### config.mk
export PLATFORM = sky130hd
export DESIGN_NAME = first_fit_bin_packer
export DESIGN_NICKNAME = d
export VERILOG_FILES = /design/src/design/ffbp_pkg.sv /design/src/design/first_fit_bin_packer.sv /design/src/design/ffbp_ram.sv /design/src/design/ffbp_datapath.sv /design/src/design/ffbp_ctrl.sv
export VERILOG_INCLUDE_DIRS = /design/src /design/src/design
export SDC_FILE = /design/constraint.sdc
export NUM_CORES = 1
export LEC_CHECK = 0
export CORE_MARGIN = 2
export CORE_UTILIZATION = 50
export CTS_CLUSTER_SIZE = 20
export DETAILED_ROUTE_END_ITERATION = 10
export DONT_BUFFER_PORTS = 1
export GPL_TIMING_DRIVEN = 0
export PLACE_DENSITY_LB_ADDON = 0.2
export SYNTH_ARGS = -nofsm -noshare
export SYNTH_HDL_FRONTEND = slang
export SYNTH_SLANG_ARGS = --single-unit
### constraint.sdc
create_clock -name clk -period 5.6 [get_ports clk]
set_input_delay 0.28 -clock clk [delete_from_list [all_inputs] [get_ports clk]]
set_output_delay 0.28 -clock clk [all_outputs]
set_load 0.02 [all_outputs]
### src/design/first_fit_bin_packer_assert.svh
// ----------------------------------------------------------------------------
// first_fit_bin_packer_assert
// Assertion macros for the first-fit bin packer, clocked on clk, reset rst_n.
// ----------------------------------------------------------------------------
`ifndef FIRST_FIT_BIN_PACKER_ASSERT_SVH
`define FIRST_FIT_BIN_PACKER_ASSERT_SVH

// check a condition in the same cycle
`define FFBP_ASSERT_NOW(label, ante, cons, msg) \
    label: assert property (@(posedge clk) disable iff (!rst_n) (ante) |-> (cons)) \
        else $error(msg);

// check a condition in the following cycle
`define FFBP_ASSERT_NEXT(label, ante, cons, msg) \
    label: assert property (@(posedge clk) disable iff (!rst_n) (ante) |=> (cons)) \
        else $error(msg);

`endif

### src/design/ffbp_pkg.sv
// ----------------------------------------------------------------------------
// ffbp_pkg
// Shared constants and controller/datapath interface types of the packer.
// ----------------------------------------------------------------------------
package ffbp_pkg;

    localparam int MAX_BINS_DEF  = 64;
    localparam int FRAC_BITS_DEF = 16;

    typedef struct packed {
        logic load;
        logic hit;
        logic step;
        logic finish;
    } ffbp_cmd_t;

    typedef struct packed {
        logic scan_end;
        logic fits;
        logic out_free;
    } ffbp_status_t;

endpackage

### src/design/first_fit_bin_packer.sv
// ----------------------------------------------------------------------------
// first_fit_bin_packer
// Online first-fit bin packing with a shared fill-level memory.
// ----------------------------------------------------------------------------
// Each weight goes into the lowest open bin whose fill plus the weight stays
// at or below the capacity; otherwise a new bin opens, and with all bins open
// the word is dropped and flagged no_room. One item is handled at a time: each
// open bin from bin 0 upward is read in a look state and tested in a check
// state until one fits or all open bins are tested, and the final step waits
// while an earlier result is still unaccepted in the output register. The
// input is ready again in the same cycle that the result is posted. The scan
// is set by the single registered read port of the fill-level memory. The
// next word is accepted while a result still waits in the output register. No
// clearing pass: after reset or a start flag the bin count is zero and each
// bin is written when opened.
// ----------------------------------------------------------------------------
`include "first_fit_bin_packer_assert.svh"

module first_fit_bin_packer
    import ffbp_pkg::*;
#(
    parameter int MAX_BINS  = MAX_BINS_DEF,
    parameter int FRAC_BITS = FRAC_BITS_DEF,
    localparam int WEIGHT_W = FRAC_BITS + 1,
    localparam int IDX_W    = $clog2(MAX_BINS),
    localparam int CNT_W    = $clog2(MAX_BINS + 1),
    localparam int S_W      = ((WEIGHT_W + 1 + 7) / 8) * 8,
    localparam int M_W      = ((IDX_W + 3 + CNT_W + 7) / 8) * 8
)
(
    input  logic                clk,
    input  logic                rst_n,
    input  logic                s_tvalid,
    output logic                s_tready,
    input  logic [S_W-1:0]      s_tdata,   // weight, start_set
    output logic                m_tvalid,
    input  logic                m_tready,
    output logic [M_W-1:0]      m_tdata,   // bin_index, opened_bin, oversize,
                                           // no_room, bins_in_use
    input  logic                cfg_valid,
    output logic                cfg_ready,
    input  logic [WEIGHT_W-1:0] cfg_data   // bin_capacity
);

    ffbp_cmd_t        cmd;
    ffbp_status_t     status;
    logic [IDX_W-1:0] bin_index;
    logic             opened_bin;
    logic             oversize;
    logic             no_room;
    logic [CNT_W-1:0] bins_in_use;

    assign cfg_ready = 1'b1;

    ffbp_ctrl u_ctrl (
        .clk      (clk),
        .rst_n    (rst_n),
        .s_tvalid (s_tvalid),
        .s_tready (s_tready),
        .status   (status),
        .cmd      (cmd)
    );

    ffbp_datapath #(
        .MAX_BINS  (MAX_BINS),
        .FRAC_BITS (FRAC_BITS)
    ) u_dp (
        .clk          (clk),
        .rst_n        (rst_n),
        .cmd          (cmd),
        .status       (status),
        .in_weight    (s_tdata[WEIGHT_W-1:0]),
        .in_start     (s_tdata[WEIGHT_W]),
        .cfg_valid    (cfg_valid),
        .cfg_data     (cfg_data),
        .m_tready     (m_tready),
        .m_tvalid     (m_tvalid),
        .out_index    (bin_index),
        .out_opened   (opened_bin),
        .out_oversize (oversize),
        .out_no_room  (no_room),
        .out_in_use   (bins_in_use)
    );

    assign m_tdata = M_W'({bins_in_use, no_room, oversize, opened_bin, bin_index});

    `FFBP_ASSERT_NOW(a_drop_clean, m_tvalid && no_room,
        !opened_bin && bin_index == '0 && bins_in_use == CNT_W'(MAX_BINS),
        "dropped word must report a full set of bins and no placement")
    `FFBP_ASSERT_NOW(a_open_last, m_tvalid && opened_bin,
        CNT_W'(bin_index) + CNT_W'(1) == bins_in_use,
        "opened bin must be the last bin in use")
    `FFBP_ASSERT_NEXT(a_busy_after_load, cmd.load, !s_tready,
        "sequencer must be busy after taking a word")

endmodule

### src/design/ffbp_ram.sv
// ----------------------------------------------------------------------------
// ffbp_ram
// Generic simple dual-port RAM, one write port, one registered read port.
// ----------------------------------------------------------------------------
module ffbp_ram
#(
    parameter int WIDTH = 17,
    parameter int DEPTH = 64,
    localparam int ADDR_W = $clog2(DEPTH)
)
(
    input  logic              clk,
    input  logic              we,
    input  logic [ADDR_W-1:0] waddr,
    input  logic [WIDTH-1:0]  wdata,
    input  logic [ADDR_W-1:0] raddr,
    output logic [WIDTH-1:0]  rdata
);

    logic [WIDTH-1:0] mem [DEPTH];
    logic [WIDTH-1:0] rdata_reg;

    always_ff @(posedge clk)
    begin
        if (we)
        begin
            mem[waddr] <= wdata;
        end
        rdata_reg <= mem[raddr];
    end

    assign rdata = rdata_reg;

endmodule

### src/design/ffbp_datapath.sv
// ----------------------------------------------------------------------------
// ffbp_datapath
// Fill-level memory, scan pointer, bin count, capacity and result register.
// ----------------------------------------------------------------------------
module ffbp_datapath
    import ffbp_pkg::*;
#(
    parameter int MAX_BINS  = MAX_BINS_DEF,
    parameter int FRAC_BITS = FRAC_BITS_DEF,
    localparam int WEIGHT_W = FRAC_BITS + 1,
    localparam int IDX_W    = $clog2(MAX_BINS),
    localparam int CNT_W    = $clog2(MAX_BINS + 1)
)
(
    input  logic                clk,
    input  logic                rst_n,
    input  ffbp_cmd_t           cmd,
    output ffbp_status_t        status,
    input  logic [WEIGHT_W-1:0] in_weight,
    input  logic                in_start,
    input  logic                cfg_valid,
    input  logic [WEIGHT_W-1:0] cfg_data,
    input  logic                m_tready,
    output logic                m_tvalid,
    output logic [IDX_W-1:0]    out_index,
    output logic                out_opened,
    output logic                out_oversize,
    output logic                out_no_room,
    output logic [CNT_W-1:0]    out_in_use
);

    logic [WEIGHT_W-1:0] cap_reg;
    logic [WEIGHT_W-1:0] weight_reg;
    logic                over_reg;
    logic                found_reg;
    logic [CNT_W-1:0]    scan_reg;
    logic [CNT_W-1:0]    count_reg;
    logic [CNT_W-1:0]    count_next;
    logic                valid_reg;
    logic [IDX_W-1:0]    index_reg;
    logic [IDX_W-1:0]    index_next;
    logic                opened_reg;
    logic                opened_next;
    logic                over_out_reg;
    logic                no_room_reg;
    logic                no_room_next;
    logic [CNT_W-1:0]    in_use_reg;

    logic [WEIGHT_W-1:0] fill;
    logic [WEIGHT_W:0]   sum;
    logic                room;
    logic                ram_we;
    logic [IDX_W-1:0]    ram_waddr;
    logic [WEIGHT_W-1:0] ram_wdata;

    ffbp_ram #(
        .WIDTH (WEIGHT_W),
        .DEPTH (MAX_BINS)
    ) u_fill (
        .clk   (clk),
        .we    (ram_we),
        .waddr (ram_waddr),
        .wdata (ram_wdata),
        .raddr (scan_reg[IDX_W-1:0]),
        .rdata (fill)
    );

    assign sum  = {1'b0, fill} + {1'b0, weight_reg};
    assign room = count_reg < CNT_W'(MAX_BINS);

    assign status.scan_end = scan_reg == count_reg;
    assign status.fits     = sum <= {1'b0, cap_reg};
    assign status.out_free = !valid_reg || m_tready;

    always_comb
    begin
        ram_we    = 1'b0;
        ram_waddr = scan_reg[IDX_W-1:0];
        ram_wdata = sum[WEIGHT_W-1:0];
        if (cmd.hit)
        begin
            ram_we = 1'b1;
        end
        else if (cmd.finish && !found_reg && room)
        begin
            ram_we    = 1'b1;
            ram_waddr = count_reg[IDX_W-1:0];
            ram_wdata = weight_reg;
        end
    end

    always_comb
    begin
        count_next   = count_reg;
        index_next   = '0;
        opened_next  = 1'b0;
        no_room_next = 1'b0;
        if (found_reg)
        begin
            index_next = scan_reg[IDX_W-1:0];
        end
        else if (room)
        begin
            index_next  = count_reg[IDX_W-1:0];
            opened_next = 1'b1;
            count_next  = count_reg + CNT_W'(1);
        end
        else
        begin
            no_room_next = 1'b1;
        end
    end

    always_ff @(posedge clk or negedge rst_n)
    begin
        if (!rst_n)
        begin
            cap_reg   <= WEIGHT_W'(1) << FRAC_BITS;
            count_reg <= '0;
            scan_reg  <= '0;
            found_reg <= 1'b0;
            valid_reg <= 1'b0;
        end
        else
        begin
            if (cfg_valid)
            begin
                cap_reg <= cfg_data;
            end
            if (cmd.load)
            begin
                scan_reg  <= '0;
                found_reg <= 1'b0;
                if (in_start)
                begin
                    count_reg <= '0;
                end
            end
            if (cmd.step)
            begin
                scan_reg <= scan_reg + CNT_W'(1);
            end
            if (cmd.hit)
            begin
                found_reg <= 1'b1;
            end
            if (cmd.finish)
            begin
                count_reg <= count_next;
                valid_reg <= 1'b1;
            end
            else if (m_tready)
            begin
                valid_reg <= 1'b0;
            end
        end
    end

    always_ff @(posedge clk)
    begin
        if (cmd.load)
        begin
            weight_reg <= in_weight;
            over_reg   <= in_weight > cap_reg;
        end
        if (cmd.finish)
        begin
            index_reg    <= index_next;
            opened_reg   <= opened_next;
            over_out_reg <= over_reg;
            no_room_reg  <= no_room_next;
            in_use_reg   <= count_next;
        end
    end

    assign m_tvalid     = valid_reg;
    assign out_index    = index_reg;
    assign out_opened   = opened_reg;
    assign out_oversize = over_out_reg;
    assign out_no_room  = no_room_reg;
    assign out_in_use   = in_use_reg;

endmodule

### src/design/ffbp_ctrl.sv
// ----------------------------------------------------------------------------
// ffbp_ctrl
// Sequencer: take a word, scan open bins one by one, then post the result.
// ----------------------------------------------------------------------------
module ffbp_ctrl
    import ffbp_pkg::*;
(
    input  logic         clk,
    input  logic         rst_n,
    input  logic         s_tvalid,
    output logic         s_tready,
    input  ffbp_status_t status,
    output ffbp_cmd_t    cmd
);

    typedef enum logic [3:0] {
        ST_IDLE   = 4'b0001,
        ST_LOOK   = 4'b0010,
        ST_CHECK  = 4'b0100,
        ST_FINISH = 4'b1000
    } state_t;

    state_t state_reg;
    state_t state_next;

    always_comb
    begin
        state_next = state_reg;
        cmd        = '0;
        s_tready   = 1'b0;
        case (state_reg)
            ST_IDLE:
            begin
                s_tready = 1'b1;
                if (s_tvalid)
                begin
                    cmd.load   = 1'b1;
                    state_next = ST_LOOK;
                end
            end
            ST_LOOK:
            begin
                if (status.scan_end)
                begin
                    state_next = ST_FINISH;
                end
                else
                begin
                    state_next = ST_CHECK;
                end
            end
            ST_CHECK:
            begin
                if (status.fits)
                begin
                    cmd.hit    = 1'b1;
                    state_next = ST_FINISH;
                end
                else
                begin
                    cmd.step   = 1'b1;
                    state_next = ST_LOOK;
                end
            end
            ST_FINISH:
            begin
                if (status.out_free)
                begin
                    cmd.finish = 1'b1;
                    state_next = ST_IDLE;
                end
            end
            default:
            begin
                state_next = ST_IDLE;
            end
        endcase
    end

    always_ff @(posedge clk or negedge rst_n)
    begin
        if (!rst_n)
        begin
            state_reg <= ST_IDLE;
        end
        else
        begin
            state_reg <= state_next;
        end
    end

endmodule
==> results.md, run 1 <==
- Outcome: complete, no violations
- Antenna Cells: 0
- Layout Nets: around 2600
- Vias: roughly 24000
- FMAX: around 0.19 GHz
- Clk_lat worst skew: 720 ps
- Tcrit/Tclk final: a little over nine tenths
- Biggest register: u_dp.u_fill.mem
- Total Wirelength: 120 mm
- Syn nets: 2263
- Max Slew Vio Count: 0
- Max_cap viols: 0
- Hold crit path type: input pin to asynchronous set/reset pin
- Number of flops mapped to enable cells by yosys: about 1100
- Hold Vio Cnt, Final: 0
- Drt drc: 0
- IO Count: 65
- Netlist Area Pre-Place: around 47000 µm²
- Most common cell in the netlist: edfxtp_1
- Core Rows: 112
- Most used DFF post-synth: edfxtp_1
- R2r setup slk: between 200 and 250 ps
- Leakage: 17.6 nW
- Mapped Avg Cell Area: 21.7 µm²
- Die area: between 90000 and 100000 µm²
- Synthesized instance count: ~2200
- TritonCTS buffer count: 116
- Critical setup path kind: flip-flop to flip-flop
- Drt initial violations: 3235
- Ys async rst share: about 3.1%
- First-pass GRT wire length: roughly 170 mm
- Netlist cell types: 64
- Wire per inst: approximately 31 µm
- RSZ-0062 raised after global routing: true
- CTS Buffer Depth: 3
- RD Place Congestion: 0.878
- Largest net degree at the start of global routing: 65
- Setup crit start: u_dp.weight_reg[0]
- Port Buffer Count: 0
- # fillers: between 6000 and 7000
- FF+latch count, synth: 1176
- Leading area contributor after synthesis: edfxtp_1
- Detailed Routing Iterations Pass 1: 5
- CP Data Required Time: approximately 6000 ps
- Synth top cells by count: 1122 x edfxtp_1, 357 x mux4_2, 89 x nand2_1, 69 x clkbuf_1, 57 x nor2_1
- Worst-Margin Slew: ~1300 ps
- Placed instance count: between 3000 and 4000
- Worst VDD drop: between 0.5 and 0.6 mV
- Slew Limit Headroom: between 10% and 20%
- CTS tree: yes
- Die X: about 310 µm
- Crit end category: flip-flop
- Crit Path Max Fanout: 10
- Sequential area share after synthesis: ~75%
- Antenna Nets Post-Route: 0
- GRT Total Usage: 25.2%
- Initial Util: approximately 50%
- Synth warn: 0
- # setup viols final: 0
- Reg area: roughly 35000 µm²
- Power Total: ~23 mW
- Clock root buffer: clkbuf_16
- Die height: just over 300 µm
- Initial antenna violation count: 4
- Vias in the first global route: around 23000
- Post-synth top area share: 72.0%
- Clock transition at path regs: roughly 60 ps
- Tmin final: around 5400 ps
- Synth top area cells: edfxtp_1 72%, mux4_2 17%, dfrtp_1 1.9%
- Non-Filler Instances: around 3800
- Max reg flops: around 1100
- Setup Skew: approximately 48 ps
- H-tree levels: 3
- Post-DP HPWL: ~77 mm
- CP Launch Type: flip-flop
- Area delta synth->final: 18.1%
- Core Area: 93000 µm²
- Capture point of the worst path: u_dp.u_fill.mem[38][8]
- GRT Residual Overflow: 0
- CTS Sinks: 1176
- Share of post-route cells with drive strength above 1: approximately a third
- Vias/cell: ~6.2
- Multi-input logic area: between 10000 and 15000 µm²
- Worst endpoint data arrival time: ~5800 ps
- Pwr Density: between 400 and 500 nW/µm²
- R2R depth: 22
- RR Startpoint: u_dp.weight_reg[0]
- Reg-to-reg endpoint: u_dp.u_fill.mem[38][8]
==> worst max-delay path: stages (launching register included) <==
cell	delay, ps
edfxtp_1	380
ha_1	230
inv_1	70
fa_1	400
nand2b_1	190
a21oi_2	180
o221ai_1	200
o31ai_2	260
buf_4	170
o221ai_1	140
xnor2_1	310
ha_1	310
a211oi_1	210
nor2_1	90
nor4_2	230
o31ai_4	170
a22oi_4	280
a32oi_4	310
buf_6	270
buf_6	170
nor3_2	140
buf_4	190
buf_8	150
==> metrics by stage <==
step | TNS, ps | hold slack (ps) | instance area, µm² | utilization (%) | worst slack [ps]
after global routing | -907 | 53.9 | 55300 | 59.4 | -34.2
after global placement | -2224140 | -14.7 | 48400 | 52.0 | -2930
after floorplan | -7650 | -15.6 | 46800 | - | -20.4
final | 0 | 48.9 | 55300 | 59.4 | 240
after detailed placement | -654780 | -14.6 | 50000 | 53.7 | -1340
after CTS | 0 | 0.402 | 54900 | 59.0 | 30.8
==> layout make-up <==
cell class	instances	share of cell area [%]
plain buffers	115	1.12
clock buffers	137	5.51
clock inverters	81	1.55
inverters	36	0.244
multi-input cells	835	21.2
flip-flops and latches	1176	63.2
well taps	1254	2.84
repair buffers	208	4.31
==> routing by layer <==
layer	wire length [µm]	global-route usage, %
met1	48100	36.8
met2	55000	37.9
met3	12200	5.10
met4	4620	9.41
met5	0	0
==> cell families after synthesis <==
family,synth area share [%]
other,0.00801
buffers and inverters,1.51
muxes,17.5
DFF,74.7
adders and majority gates,1.49
AOI/OAI and AO/OA,1.75
xor gates and xnor gates,0.468
and+or+nand+nor,2.58
==> worst min path at each step <==
stage               start                   to  slack (ps)
floorplan           rst_n  u_ctrl.state_reg[1]         -20
finish              rst_n      u_dp.cap_reg[6]          50
detailed placement  rst_n      u_dp.cap_reg[4]         -10
CTS                 rst_n     u_dp.cap_reg[11]         0.4
global placement    rst_n      u_dp.cap_reg[4]         -10
global route        rst_n     u_dp.cap_reg[11]          50
==> where the power goes <==
group / total, mW / switching, mW / internal, mW
clock: 7.91 / 3.33 / 4.58
sequential: 11.4 / 0.0579 / 11.3
combinational: 3.61 / 2.80 / 0.804
==> cells in the final DEF (no fill, tap or decap), types with 17 or more instances in the layout <==
| master | Yosys | layout |
|---|---|---|
| a21oi_1 | 29 | 27 |
| buf_4 | 25 | 101 |
| buf_6 | 4 | 39 |
| buf_8 | 0 | 35 |
| clkbuf_1 | 69 | 84 |
| clkbuf_16 | 0 | 121 |
| clkinv_1 | 2 | 30 |
| clkinv_2 | 0 | 22 |
| dfrtp_1 | 35 | 35 |
| dfxtp_1 | 17 | 17 |
| dlygate4sd3_1 | 0 | 41 |
| edfxtp_1 | 1122 | 1122 |
| ha_1 | 54 | 54 |
| inv_1 | 33 | 33 |
| mux4_2 | 357 | 357 |
| nand2_1 | 89 | 80 |
| nand3_1 | 22 | 22 |
| nor2_1 | 57 | 25 |
| nor2_2 | 0 | 24 |
| nor3_2 | 0 | 19 |
| o21ai_0 | 31 | 30 |
| xnor2_1 | 20 | 20 |
==> repair_timing <==
action                                   CTS  global route
endpoints found under the hold margin     83             0
setup buffers                             57            24
endpoints found under the setup margin  1066          1037
hold buffers                              42             0
resized for setup                         28            18
cloned                                     0             2
pin swaps                                 27             7
Note: power is estimated with default switching activity, not from simulation.
==> run 2: changes to the inputs <==
--- a/config.mk
+++ b/config.mk
@@ -6,13 +6,14 @@
 export SDC_FILE = /design/constraint.sdc
 export NUM_CORES = 1
 export LEC_CHECK = 0
-export CORE_MARGIN = 2
-export CORE_UTILIZATION = 50
+export CORE_MARGIN = 4
+export CORE_UTILIZATION = 57
 export CTS_CLUSTER_SIZE = 20
 export DETAILED_ROUTE_END_ITERATION = 10
 export DONT_BUFFER_PORTS = 1
 export GPL_TIMING_DRIVEN = 0
 export PLACE_DENSITY_LB_ADDON = 0.2
+export SLEW_MARGIN = 20
 export SYNTH_ARGS = -nofsm -noshare
 export SYNTH_HDL_FRONTEND = slang
 export SYNTH_SLANG_ARGS = --single-unit
==> run 2 against run 1 <==
Effect of this change:
- wire length shrank 3.4%
- sequential power is essentially flat
- die area fell by 9.7%
- total power fell by 1.0%
- clock power is 0.8% lower
- first-iteration DRC count up 2.3%
- sequential share of layout area grew 0.51 points
- hold slack lost 1.3 ps
- setup slack got worse by 88 ps
==> results.md, run 2 (synthesis results as in run 1) <==
- FMAX: 0.184 GHz
- Post-DP HPWL: ~77 mm
- Wire per inst: 32.0 µm
- Tmin final: 5450 ps
- Detailed Routing Iterations Pass 1: 5
- Layout Nets: between 2000 and 3000
- Most frequent cells in the layout: 1122 x edfxtp_1, 357 x mux4_2, 117 x clkbuf_16
- Port Buffer Count: 0
- Worst endpoint data arrival time: between 5000 and 6000 ps
- HP Start: cfg_valid
- Max Slew Vio Count: 0
- Vias: 23794
- Total Wirelength: approximately 120 mm
- Pre-CTS setup slack: -901 ps
- Leakage: about 18 nW
- RR Startpoint: u_dp.weight_reg[3]
- GRT Residual Overflow: 0
- Vias in the first global route: about 24000
- Crit end category: flip-flop
- H-tree levels: 3
- Area delta synth->final: 17.2%
- Max incr delay on CP: 710 ps
- Crit path cell chain: ha_1, o21ai_0, o21bai_1, a21oi_1, o21bai_1, a21oi_1, xnor2_1, ha_1, a211oi_1, nor2_1, a2111oi_0, o31ai_2, a22oi_4, a32oi_4, buf_12, nor3_4, buf_4, buf_4
- Worst VDD drop: around 0.40 mV
- Drt initial violations: between 3000 and 4000
- Bufs and invs on worst path: 3
- Cell Int Power: ~17 mW
- Pwr Density: about 410 nW/µm²
- Antenna Nets Post-Route: 0
- Critical path's slowest cell: a2111oi_0
- Initial antenna violation count: 6
- Die height: 295 µm
- Core Area: around 80000 µm²
- GRT Total Usage: between 20 and 30%
- CTS Sinks: 1176
- Die area: 86800 µm²
- Crit Path Max Fanout: 8
- Die X: between 200 and 300 µm
- Setup Skew: between 30 and 40 ps
- TritonCTS buffer count: roughly 110
- Drt drc: 0
- Hold_ws: ~48 ps
- Vias/cell: between 6 and 7
- Setup WS post-layout: about 150 ps
- RD Place Congestion: ~0.9
- Clock group share of total power: about a third
- RSZ-0062 raised after global routing: true
- Largest net degree at the start of global routing: 65
- Setup crit start: u_dp.weight_reg[3]
- Biggest register: u_dp.u_fill.mem
- Clock root buffer: clkbuf_16
- Core Rows: ~100
- Max_cap viols: 0
- Share of post-route cells with drive strength above 1: approximately 32%
- # setup viols final: 0
- Commonest non-fill, non-tap cell in the layout: edfxtp_1
- CTS Buffer Depth: 3
- Clk_lat worst skew: ~680 ps
- Combinational fraction of design power: about 15%
- IO Count: 65
- Initial Util: a little under 60%
- Sequential share of power: about half
- First-pass GRT wire length: between 150 and 200 mm
- Max reg flops: 1088
- Hold crit path type: input pin to flip-flop
- Outcome: complete, no violations
- P_sw: approximately 6.0 mW
- Slew Limit Headroom: roughly 29%
- Worst-Margin Slew: between 1000 and 1500 ps
- Sw Ratio: 26.4%
- Kind of cell adding the most delay to the critical path: compound AO/OA/AOI/OAI gates
- Tcrit/Tclk final: a little over nine tenths
- CP Data Required Time: about 6000 ps
- Hold Vio Cnt, Final: 0
- Critical setup path kind: flip-flop to flip-flop
- Setup TNS: 0 ps
- Clock transition at path regs: around 60 ps
- CP Launch Type: flip-flop
- CTS tree: yes
## run 2: changes by cell type in the layout (fill, tap and decap cells not counted), sizes merged
cell	change
dlygate4sd3	+7
diode	+5
buf	-25
clkinv	-8
clkbuf	-11
inv	+2
clkinvlp	+3
bufinv	+1
## run 2: worst paths after layout
| check | to | slack, ps | cells after the start |
|---|---|---|---|
| min in group asynchronous | u_dp.scan_reg[5] | 130 | 2 |
| min | u_dp.cap_reg[5] | 50 | 2 |
| min reg2reg | u_dp.out_oversize | 420 | 0 |
| max | u_dp.u_fill.mem[7][5] | 150 | 18 |
| max in group asynchronous | u_dp.cap_reg[16] | 5210 | 2 |
| max reg2reg | u_dp.u_fill.mem[7][5] | 150 | 18 |
## run 2: area by class of cell
cell class,count,area (µm²)
inverter,36,135
multi-input combinational,835,11900
antenna,5,12.5
clock buffer,127,2960
tap,1060,1330
buffer,115,613
clock inverter,79,898
fill,4893,26100
timing repair buffer,189,2000
sequential,1176,35000
## run 2: power by group through the flow
stage / combinational [mW] / sequential (mW) / clock [mW]
after floorplan: 1.64 / 11.6 / 0
final: 3.45 / 11.4 / 7.85
after CTS: 3.42 / 11.4 / 7.93
after detailed placement: 3.35 / 11.6 / 0
after global routing: 3.69 / 11.4 / 8.35
after global placement: 2.77 / 11.8 / 0
## run 2: per-stage QoR
stage,util [%],instances,instance area (µm²),power [mW]
5_1_grt,67.7,3617,54800,23.4
2_1_floorplan,-,2162,46800,13.2
3_5_place_dp,61.3,3327,49600,14.9
6_report,67.8,3622,54800,22.7
4_1_cts,67.3,3602,54500,22.7
3_3_place_gp,59.5,3222,48100,14.6
## run 2: worst reg2reg max path, delay by kind of cell, from the launching register on
family / cells / cell delay [ps]
buffers and inverters: 3 / 760
AND/OR/NAND/NOR: 2 / 360
AO/OA/AOI/OAI: 10 / 2530
adder cells (fa/ha/maj): 2 / 720
XOR/XNOR: 1 / 340
flip-flops: 1 / 450
## run 2: what timing repair did
action | CTS | global route
setup buffers | 20 | 14
endpoints found under the setup margin | 1076 | 779
hold endpoints to repair | 82 | 0
pin swaps | 8 | 10
cloned | 0 | 1
gates resized for setup | 47 | 34
hold buffers | 49 | 0
## run 2: routing by layer
| metal | wire (µm) | up-vias | GRT usage [%] |
|---|---|---|---|
| met4 | 4270 | 2 | 9.06 |
| met1 | 45200 | 12493 | 40.0 |
| li1 | - | 9698 | - |
| met3 | 11900 | 230 | 5.48 |
| met5 | 14 | - | 0 |
| met2 | 54500 | 1371 | 42.3 |
